`config.mk`:
```
export PLATFORM = sky130hd
export DESIGN_NAME = ple_cell
export DESIGN_NICKNAME = d
export VERILOG_FILES = /design/src/rtl/core/ple_pkg.sv /design/src/rtl/core/ple_cell.sv
export SDC_FILE = /design/constraint.sdc
export NUM_CORES = 1
export LEC_CHECK = 0
export ABC_CLOCK_PERIOD_IN_PS = 5100
export BUFFER_PORTS_ARGS = -buffer_cell sky130_fd_sc_hd__buf_2
export CAP_MARGIN = 25
export CORE_MARGIN = 2
export CORE_UTILIZATION = 43
export CTS_BUF_LIST = sky130_fd_sc_hd__clkbuf_4
export DETAILED_ROUTE_END_ITERATION = 10
export PLACE_DENSITY_LB_ADDON = 0.12
export SYNTH_ARGS = -nofsm -noshare
export SYNTH_HDL_FRONTEND = slang
export SYNTH_SLANG_ARGS = --single-unit
export TNS_END_PERCENT = 50
```
`constraint.sdc`:
```
create_clock -name clk_i -period 5.1 [get_ports clk_i]
set_clock_uncertainty 0.2 [all_clocks]
set_input_delay 0.51 -clock clk_i [delete_from_list [all_inputs] [get_ports clk_i]]
set_output_delay 0.51 -clock clk_i [all_outputs]
set_load 0.05 [all_outputs]
```
`src/rtl/core/ple_pkg.sv`:
```
// ----------------------------------------------------------------------------
// ple_pkg: shared types and constants of the positional list engine
// Request and result payloads, action and status codes, cell control and
// the sizing functions of the registered read-out tree.
// ----------------------------------------------------------------------------
package ple_pkg;

  localparam int unsigned DefDepth  = 256;
  localparam int unsigned DataW     = 32;
  localparam int unsigned PosW      = 9;
  localparam int unsigned LenW      = 9;
  localparam int unsigned ActW      = 2;
  localparam int unsigned StatW     = 2;
  localparam int unsigned TreeRadix = 16;

  // action codes
  localparam logic [ActW-1:0] ActRead   = 2'd0;
  localparam logic [ActW-1:0] ActInsert = 2'd1;
  localparam logic [ActW-1:0] ActDelete = 2'd2;

  // status codes
  localparam logic [StatW-1:0] StatDone  = 2'd0;
  localparam logic [StatW-1:0] StatRange = 2'd1;
  localparam logic [StatW-1:0] StatFull  = 2'd2;

  typedef struct packed {
    logic [ActW-1:0]         action;
    logic [PosW-1:0]         position;
    logic signed [DataW-1:0] item_value;
  } req_t;

  typedef struct packed {
    logic [StatW-1:0]        status;
    logic signed [DataW-1:0] read_value;
    logic [LenW-1:0]         list_length;
  } rsp_t;

  // per-cycle command broadcast to every cell
  typedef struct packed {
    logic ins;
    logic del;
  } cell_ctrl_t;

  // node count of tree level lvl (level 0 holds the leaves)
  function automatic int tree_cnt(int n, int lvl);
    int c;
    c = n;
    for (int i = 0; i < lvl; i++) begin
      c = (c + TreeRadix - 1) / TreeRadix;
    end
    return c;
  endfunction

  // number of registered levels down to a single root
  function automatic int tree_levels(int n);
    int c;
    int l;
    c = n;
    l = 0;
    do begin
      c = (c + TreeRadix - 1) / TreeRadix;
      l++;
    end while (c > 1);
    return l;
  endfunction

  // first flat node index of registered level lvl (from 1)
  function automatic int tree_off(int n, int lvl);
    int s;
    s = 0;
    for (int k = 1; k < lvl; k++) begin
      s += tree_cnt(n, k);
    end
    return s;
  endfunction

endpackage

```
`src/rtl/core/ple_cell.sv`:
```
// ----------------------------------------------------------------------------
// ple_cell: one storage cell of the list chain
// Holds one word; on an insert it takes its lower neighbour's word (or the
// new word at the target slot), on a delete its upper neighbour's word.
// ----------------------------------------------------------------------------
module ple_cell #(
  parameter int unsigned IDX_W = 8
) (
  input  logic                     clk_i,
  input  ple_pkg::cell_ctrl_t      ctrl_i,
  input  logic [IDX_W-1:0]         cell_idx_i,
  input  logic [IDX_W-1:0]         idx_i,
  input  logic [ple_pkg::DataW-1:0] new_i,
  input  logic [ple_pkg::DataW-1:0] prev_i,
  input  logic [ple_pkg::DataW-1:0] next_i,
  output logic [ple_pkg::DataW-1:0] word_o,
  output logic [ple_pkg::DataW-1:0] hit_o
);
  import ple_pkg::*;

  logic [DataW-1:0] word_q, word_d;
  logic             is_eq, is_gt;

  assign is_eq = (cell_idx_i == idx_i);
  assign is_gt = (cell_idx_i > idx_i);

  // shift up on insert, shift down on delete
  always_comb begin
    word_d = word_q;
    if (ctrl_i.ins) begin
      if (is_eq) begin
        word_d = new_i;
      end else if (is_gt) begin
        word_d = prev_i;
      end
    end else if (ctrl_i.del) begin
      if (is_eq || is_gt) begin
        word_d = next_i;
      end
    end
  end

  always_ff @(posedge clk_i) begin
    word_q <= word_d;
  end

  assign word_o = word_q;
  // only the addressed cell contributes to the read-out tree
  assign hit_o  = is_eq ? word_q : '0;

endmodule

```
==> flow_summary_export.csv, run 1 <==
group,metric,value,unit
synthesis,seq_area_frac_synth,45.7,%
global_route,grt_pass1_wl,7.40,mm
global_route,antenna_found_initial,0,
setup_path,setup.worst_path.start,"idx_i[7]",
timing,worst_hold_slack,295,ps
setup_path,worstPathRequired,4390,ps
cts,clk_pin_slew,100,ps
final_layout,n_antenna_cell,0,
final_layout,final_common_cell,"buf_2",
final_layout,fin_util,64.9,%
cts,cts_resized,0,
route,drtIter0Drc,67,
die,core,4720,um^2
cts,cts_sinks,32,
final_layout,mostFrequentLayoutCells,"buf_2 (178), a21oi_1 (34), nor2_1 (33)",
route,drc,0,
global_route,grt_start_max_net_pins,66,
synthesis,synth_fp_nets,325,
die,ioPinCount,179,
global_route,grt_busiest_layer,"met2",
setup_path,crit_fanout,64,
setup_path,cp_cell_sequence,"buf_2 > inv_1 > ha_1 > nand4_4 > nor2_8 > and2_1 > buf_2",
synthesis,ys_types,19,
route,drt-pass1-iter-count,4,
synthesis,yosysWarnings,0,
synthesis,ys_seq_elements,32,
cts,cts_buffers,5,
route,vias_per_cell,4.64,
cts,cts_buffer_depth,2,
global_route,track_usage,17.7,%
synthesis,synthesis.area,2100,um^2
hold_path,hold_start,"next_i[10]",
route,vias,2059,
timing,rsz0062_at_grt,"false",
synthesis,yosysTopAreaCell,"edfxtp_1",
timing,finalSetupViolations,0,
final_layout,drive_gt1_share,50.4,%
setup_path,crit_family,"simple AND/OR/NAND/NOR gates",
flow_run,max_cap_viol_count,0,
timing,hold_violations,0,
global_route,met1_usage,18.2,%
die,initial_utilization,44.5,%
placement,portBuffers,178,
setup_path,start_kind,"primary input",
synthesis,synth.top_cell.area_share,45.7,%
cts,cts_tree,"built",
setup_path,crit_arrival,2400,ps
timing,max_freq,322,MHz
route,wl,5.28,mm
setup_path,crit_top_cell,"buf_2",
global_route,met2_usage,34.1,%
hold_path,min_to,"word_o[10]",
route,wl_per_cell,11.9,um
global_route,use_met3,4.39,%
cts,holdBufCountCts,0,
final_layout,largest_reg_flops,32,
final_layout,nets,499,
die,fp-row-count,25,
cts,htree_levels,2,
setup_path,critPathBufInv,3,
setup_path,crit_slowest_cell,"nor2_8",
power_and_ir_drop,cellLeakagePower,1.53,nW
cts,cts_root_buf,"clkbuf_4",
timing,fin_crit,3110,ps
hold_path,hold_class,"primary input to register",
timing,fin_setup_tns,0,ps
status,status,"finished, final reports clean",
synthesis,syn_avg_cell_area,10.4,um^2
hold_path,hold_path_depth,3,
synthesis,syn_inst,202,
global_route,grt.overflow.total,0,
timing,maxSlewHeadroom,38.6,%
die,dieWidth,73.9,um
timing,maxSlewViolCount,0,
die,dieArea,5460,um^2
final_layout,num-fill-cells,427,
setup_path,slowest_delay,710,ps
timing,tightestPinTransition,921,ps
synthesis,synth.area.top_cells,"edfxtp_1 (46%), mux2i_1 (15%), and2_1 (9.5%)",
timing,period_share,60.9,%
setup_path,path_class,"primary input to primary output",
setup_path,cp-end-kind,"primary output",
die,die_h,73.9,um
placement,hpwl,4.15,mm
power_and_ir_drop,power_density,251,nW/um^2
power_and_ir_drop,peakVddDrop,142,uV
route,drtAntennaViolNets,0,
global_route,grt_pass1_vias,1783,
final_layout,area_delta_synth_final,45.8,%
placement,gp_congestion,0.757,
cts,post_cts_buffers,0,
routing by layer:
| layer | part of all wire [%] | vias up |
|---|---|---|
| met1 | 38 | 881 |
| li1 | - | 1062 |
| met3 | 7.8 | 7 |
| met2 | 53 | 109 |
| met4 | 1.3 | 0 |
| met5 | 0 | - |
where the power goes:
part           leakage [nW]  internal, mW  switching, mW
Sequential            0.308         0.337         0.0190
Combinational          1.19        0.0819          0.199
Clock                0.0324        0.0505         0.0818
how the worst max path moves through the flow:
| stage | end | depth (start not counted) |
|---|---|---|
| 6_report | hit_o[2] | 7 |
| 5_1_grt | hit_o[23] | 7 |
| 4_1_cts | hit_o[2] | 6 |
| 3_5_place_dp | hit_o[2] | 6 |
| 3_3_place_gp | hit_o[10] | 7 |
| 2_1_floorplan | hit_o[10] | 6 |
area by class of cell:
type	instances	area (um^2)	share of cell area, %
Clock buffer	5	37.5	1.22
Clock inverter	3	13.8	0.449
Inverter	8	30.0	0.980
Multi-Input combinational cell	149	1010	33.1
Sequential cell	32	961	31.3
Tap cell	67	83.8	2.73
Timing Repair Buffer	180	926	30.2
Yosys cell counts (all sizes together):
master,count
nand2,1
edfxtp,32
clkbuf,10
nor3,1
o21a,1
nand4,2
o21ai,1
buf,3
inv,8
and2,32
a21oi,34
nor2,34
nand2b,1
mux2i,32
a2111oi,1
o22a,1
ha,8
logic make-up after synthesis:
kind of cell	share of synthesized area, %
AOI/OAI and AO/OA	9.52
and+or+nand+nor	18.7
adders and majority gates	4.76
DFF	45.7
muxes	15.2
buffers and inverters	6.07
per-stage QoR:
stage / worst slack (ps) / instances / cell area (um^2) / power [mW]
after floorplan: 2470 / 202 / 2100 / 0.549
after global placement: 2070 / 435 / 2990 / 0.637
after detailed placement: 2030 / 435 / 2990 / 0.642
after CTS: 2020 / 443 / 3040 / 0.773
after global routing: 1880 / 444 / 3070 / 0.807
final: 1990 / 444 / 3070 / 0.769
Power figures use the tool's default switching activity.
==> run 2, diff against run 1 <==
- ABC_AREA: unset -> 1
- ABC_CLOCK_PERIOD_IN_PS: 5100 -> 2700
- CORE_UTILIZATION: 43 -> 37
- clock period: 5.1 -> 2.7 ns (I/O delays scaled with it)
==> run 2 against run 1 <==
  * Core utilization down 8.1 points
  * Wire length up 24%
  * Global-route usage up 1.4 points
  * Synthesized cell count up 72%
==> flow_summary_export.csv, run 2 <==
group,metric,value,unit
timing,rsz0062_at_grt,"false",
synthesis,yosysTopAreaCell,"edfxtp_1",
power_and_ir_drop,p_int,902,uW
synthesis,synth.top_cell.area_share,41.7,%
timing,fin_setup_tns,0,ps
global_route,antenna_found_initial,0,
synthesis,synth.area.top_cells,"edfxtp_1 (42%), nand2_1 (28%), inv_1 (7.2%)",
final_layout,mostFrequentLayoutCells,"buf_2 (178), nand2_1 (170), inv_1 (44)",
setup_path,cp-end-kind,"primary output",
global_route,grt_start_max_net_pins,34,
timing,period_share,75.6,%
timing,postLayoutSetupSlackWorst,658,ps
setup_path,start_kind,"primary input",
power_and_ir_drop,peakVddDrop,236,uV
placement,gp_congestion,0.757,
cts,cts_buffer_depth,2,
synthesis,seq_area_frac_synth,41.7,%
synthesis,yosysMostFrequentCell,"nand2_1",
timing,tightestPinTransition,992,ps
die,dieArea,6870,um^2
placement,dp_slack,374,ps
cts,cts_sinks,32,
setup_path,crit_arrival,1570,ps
power_and_ir_drop,p_sw,621,uW
final_layout,area_delta_synth_final,47.0,%
route,drtAntennaViolNets,0,
route,drt-pass1-iter-count,4,
synthesis,yosysWarnings,0,
cts,cts_root_buf,"clkbuf_4",
timing,maxSlewViolCount,0,
route,wl_per_cell,10.9,um
die,initial_utilization,38.7,%
route,drc,0,
route,vias,2642,
final_layout,seqCellArea,961,um^2
synthesis,synth_fp_nets,471,
timing,max_freq,490,MHz
timing,maxSlewHeadroom,33.8,%
status,status,"finished, final reports clean",
cts,cts_buffers,5,
timing,hold_violations,0,
global_route,track_usage,19.2,%
route,wl,6.56,mm
power_and_ir_drop,power_density,450,nW/um^2
cts,cts_tree,"built",
flow_run,max_cap_viol_count,0,
hold_path,hold_start,"next_i[14]",
timing,fin_crit,2040,ps
timing,worst_hold_slack,12.3,ps
placement,portBuffers,178,
route,drtIter0Drc,100,
placement,hpwl,5.11,mm
die,core,5960,um^2
synthesis,syn_avg_cell_area,6.62,um^2
global_route,grt_pass1_wl,11.0,mm
setup_path,setup.worst_path.start,"idx_i[7]",
final_layout,fin_util,56.8,%
global_route,grt_pass1_vias,2427,
setup_path,worstPathRequired,2230,ps
cts,clk_pin_slew,100,ps
timing,finalSetupViolations,0,
hold_path,hold_class,"primary input to register",
synthesis,syn_inst,348,
power_and_ir_drop,pwr-share-comb,39.7,%
synthesis,synth_edf_count,32,
die,fp-row-count,28,
die,die_h,82.9,um
setup_path,path_class,"primary input to primary output",
setup_path,crit_fanout,32,
power_and_ir_drop,cellLeakagePower,2.11,nW
synthesis,ys_seq_elements,32,
cts,post_cts_buffers,0,
power_and_ir_drop,switching_share,40.8,%
power_and_ir_drop,clkPwrFrac,15.8,%
global_route,grt.overflow.total,0,
final_layout,largest_reg_flops,32,
route,vias_per_cell,4.37,
power_and_ir_drop,pwr-share-seq,44.5,%
cts,htree_levels,2,
die,ioPinCount,179,
synthesis,ys_types,13,
die,dieWidth,82.9,um
synthesis,async_flop_share,0,%
final_layout,final_common_cell,"buf_2",
synthesis,synthesis.area,2300,um^2
synthesis,synthFlopType,"edfxtp_1",
final_layout,drive_gt1_share,36.7,%
final_layout,n_antenna_cell,0,
final_layout,nets,652,
final_layout,num-fill-cells,606,
final_layout,multiInputGateArea,1080,um^2
synthesis,synth_common_cells,"nand2_1 (171), inv_1 (44), nor2_1 (35)",
==> run 2: final cells by class <==
type	count	area share [%]
Multi-Input combinational cell	252	32.1
Timing Repair Buffer	194	30.5
Sequential cell	32	28.4
Inverter	44	4.88
Tap cell	75	2.77
Clock buffer	5	1.11
Clock inverter	2	0.222
==> run 2: logic make-up after synthesis <==
group / synth area share, %
AOI/OAI and AO/OA: 0.870
adders and majority gates: 4.35
buffers and inverters: 11.7
DFF: 41.7
and+or+nand+nor: 41.3
==> run 2: worst max-delay path, stage by stage <==
cell and delay [ps]:
buf_2 70, inv_1 30, ha_1 280, nand2_1 100, nor2_4 130, nand2_2 60
buf_4 220, nor2_1 120, buf_2 270
==> run 2: per-layer routing <==
metal | wire length (um) | GRT usage (%) | part of all wire (%) | vias to the layer above
li1 | - | - | - | 1418
met1 | 2610 | 21.7 | 40 | 1102
met2 | 3300 | 35.0 | 50 | 113
met3 | 529 | 4.97 | 8.1 | 9
met4 | 117 | 5.96 | 1.8 | 0
met5 | 0 | 0 | 0 | -
==> run 2: stage by stage <==
stage	instances	instance area [um^2]	power, mW
final	604	3380	1.52
after global routing	604	3380	1.62
after CTS	597	3310	1.54
after detailed placement	588	3250	1.29
after global placement	588	3250	1.28
after floorplan	348	2310	1.10
==> run 2: power by group through the flow <==
stage,Clock (mW),Sequential [mW],Combinational (mW)
2_1_floorplan,0,0.939,0.157
3_3_place_gp,0,0.688,0.592
3_5_place_dp,0,0.689,0.597
4_1_cts,0.257,0.679,0.601
5_1_grt,0.277,0.687,0.656
6_report,0.240,0.678,0.605
==> run 2: worst paths after layout <==
check | cells past startpoint | to | slack [ps]
hold / removal | 3 | word_o[14] | 10
setup / recovery | 9 | hit_o[25] | 660
==> run 2: repair_timing <==
action	in CTS	in global routing
hold endpoints to repair	2	7
hold buffers	2	7
resized for setup	0	0
==> run 3, diff against run 2 <==
- ABC_CLOCK_PERIOD_IN_PS: 2700 -> 1850
- clock period: 2.7 -> 1.85 ns (I/O delays scaled with it)
==> run 3 against run 2 <==
  * Sequential power up 46%
  * Wire length up 27%
  * Count of clock-buffer cells in the layout up 2
  * Sequential share of layout area down 6.0 points
  * Die area unchanged
  * Highest routed layer unchanged
  * Critical path type unchanged
==> flow_summary_export.csv, run 3 (synthesis results as in run 2) <==
group,metric,value,unit
status,status,"finished, final reports clean",
final_layout,drive_gt1_share,41.1,%
setup_path,crit_arrival,1460,ps
final_layout,area_delta_synth_final,86.1,%
timing,max_freq,543,MHz
route,wl,8.33,mm
timing,maxSlewHeadroom,76.2,%
global_route,grt_pass1_wl,13.3,mm
power_and_ir_drop,p_int,1.47,mW
cts,cts_root_buf,"clkbuf_4",
cts,post_cts_buffers,0,
global_route,antenna_found_initial,0,
final_layout,n_antenna_cell,0,
final_layout,largest_reg_flops,32,
setup_path,start_kind,"primary input",
power_and_ir_drop,p_total,2.47,mW
cts,cts_buffer_depth,2,
power_and_ir_drop,cellLeakagePower,2.38,nW
setup_path,worstPathRequired,1460,ps
final_layout,instances_no_fill,652,
route,drt-pass1-iter-count,6,
placement,dp_cells,592,
die,core,5960,um^2
global_route,track_usage,23.6,%
power_and_ir_drop,pwr-share-comb,43.2,%
power_and_ir_drop,p_sw,999,uW
final_layout,fin_util,71.9,%
hold_path,hold_path_depth,5,
placement,place_area,3480,um^2
final_layout,mostFrequentLayoutCells,"nand2_1 (165), buf_2 (145), dlygate4sd3_1 (52)",
timing,worst_hold_slack,22.5,ps
cts,cts_tree,"built",
final_layout,finalInstanceArea,4280,um^2
global_route,grt_pass1_vias,3051,
cts,clk_pin_slew,90,ps
power_and_ir_drop,clkPwrFrac,16.7,%
timing,tightestPinTransition,358,ps
route,drtAntennaViolNets,0,
route,drc,0,
timing,fin_crit,1840,ps
die,ioPinCount,179,
cts,htree_levels,2,
die,dieArea,6870,um^2
final_layout,nets,699,
route,drtIter0Drc,124,
final_layout,final_common_cell,"nand2_1",
route,wl_per_cell,12.8,um
power_and_ir_drop,pwr-share-seq,40.1,%
power_and_ir_drop,switching_share,40.4,%
timing,finalSetupViolations,0,
setup_path,crit_fanout,32,
global_route,grt.overflow.total,0,
placement,hpwl,5.39,mm
placement,portBuffers,178,
hold_path,hold_class,"primary input to register",
flow_run,max_cap_viol_count,0,
die,fp-row-count,28,
route,vias,3007,
power_and_ir_drop,power_density,577,nW/um^2
cts,cts_buffers,5,
setup_path,path_class,"primary input to primary output",
timing,rsz0062_at_grt,"true",
timing,maxSlewViolCount,0,
power_and_ir_drop,peakVddDrop,333,uV
setup_path,cp-end-kind,"primary output",
die,die_h,82.9,um
die,dieWidth,82.9,um
placement,gp_congestion,0.761,
die,initial_utilization,38.7,%
timing,period_share,99.6,%
global_route,grt_start_max_net_pins,33,
timing,hold_violations,0,
cts,cts_sinks,32,
route,vias_per_cell,4.61,
==> run 3: cell count changes in the layout (fill, tap and decap cells not counted), moves of 11 or more <==
cell and change:
nor2_1 -17, buf_6 +21, buf_2 -33, nor2_2 +15, dlygate4sd3_1 +43, buf_4 +11
==> run 3: final timing paths <==
| kind | slack (ps) | start | end |
|---|---|---|---|
| worst max-delay path | 8 | idx_i[5] | hit_o[23] |
| worst min-delay path | 20 | prev_i[12] | word_o[12] |
==> run 3: critical path: stages <==
cell and delay, ps:
clkbuf_4 160, inv_12 30, ha_4 260, nand2_4 50, nor2_4 120, nand2_4 100
buf_12 180, nor2_1 140, buf_4 220
==> run 3: cell type report <==
class / instances / area [um^2]
fillers: 489 / 1670
clock buffers: 7 / 52.6
clock inverters: 1 / 3.75
multi-input cells: 252 / 1280
flip-flops and latches: 32 / 961
well taps: 75 / 93.8
inverters: 44 / 188
repair buffers: 241 / 1710
==> run 3: metrics by stage <==
stage                     TNS (ps)  setup WS [ps]
after floorplan             -15730           -292
after global placement       -3580          -72.1
after detailed placement     -5680          -98.8
after CTS                     -999          -49.7
after global routing          -303          -62.4
final                            0           7.87
==> run 3: routing by layer <==
layer	vias to the layer above	track usage (%)	routed length [um]
li1	1513	-	-
met1	1345	24.5	3060
met2	130	44.9	4570
met3	19	4.87	505
met4	0	10.4	200
met5	-	0	0
==> run 3: power by group through the flow <==
stage	registers [mW]	logic (mW)	clock network [mW]
floorplan	1.37	0.278	0
global placement	1.00	0.947	0
finish	0.992	1.07	0.414
detailed placement	1.01	0.956	0
global route	1.00	1.15	0.454
CTS	0.992	1.05	0.428
==> run 3: repair_timing <==
action                                 CTS  global route
gates cloned                             0             0
endpoints found under the hold margin   32             0
hold buffers                            52             0
pin swaps                                0             1
resized for setup                       32            45
setup endpoints to repair               32            32
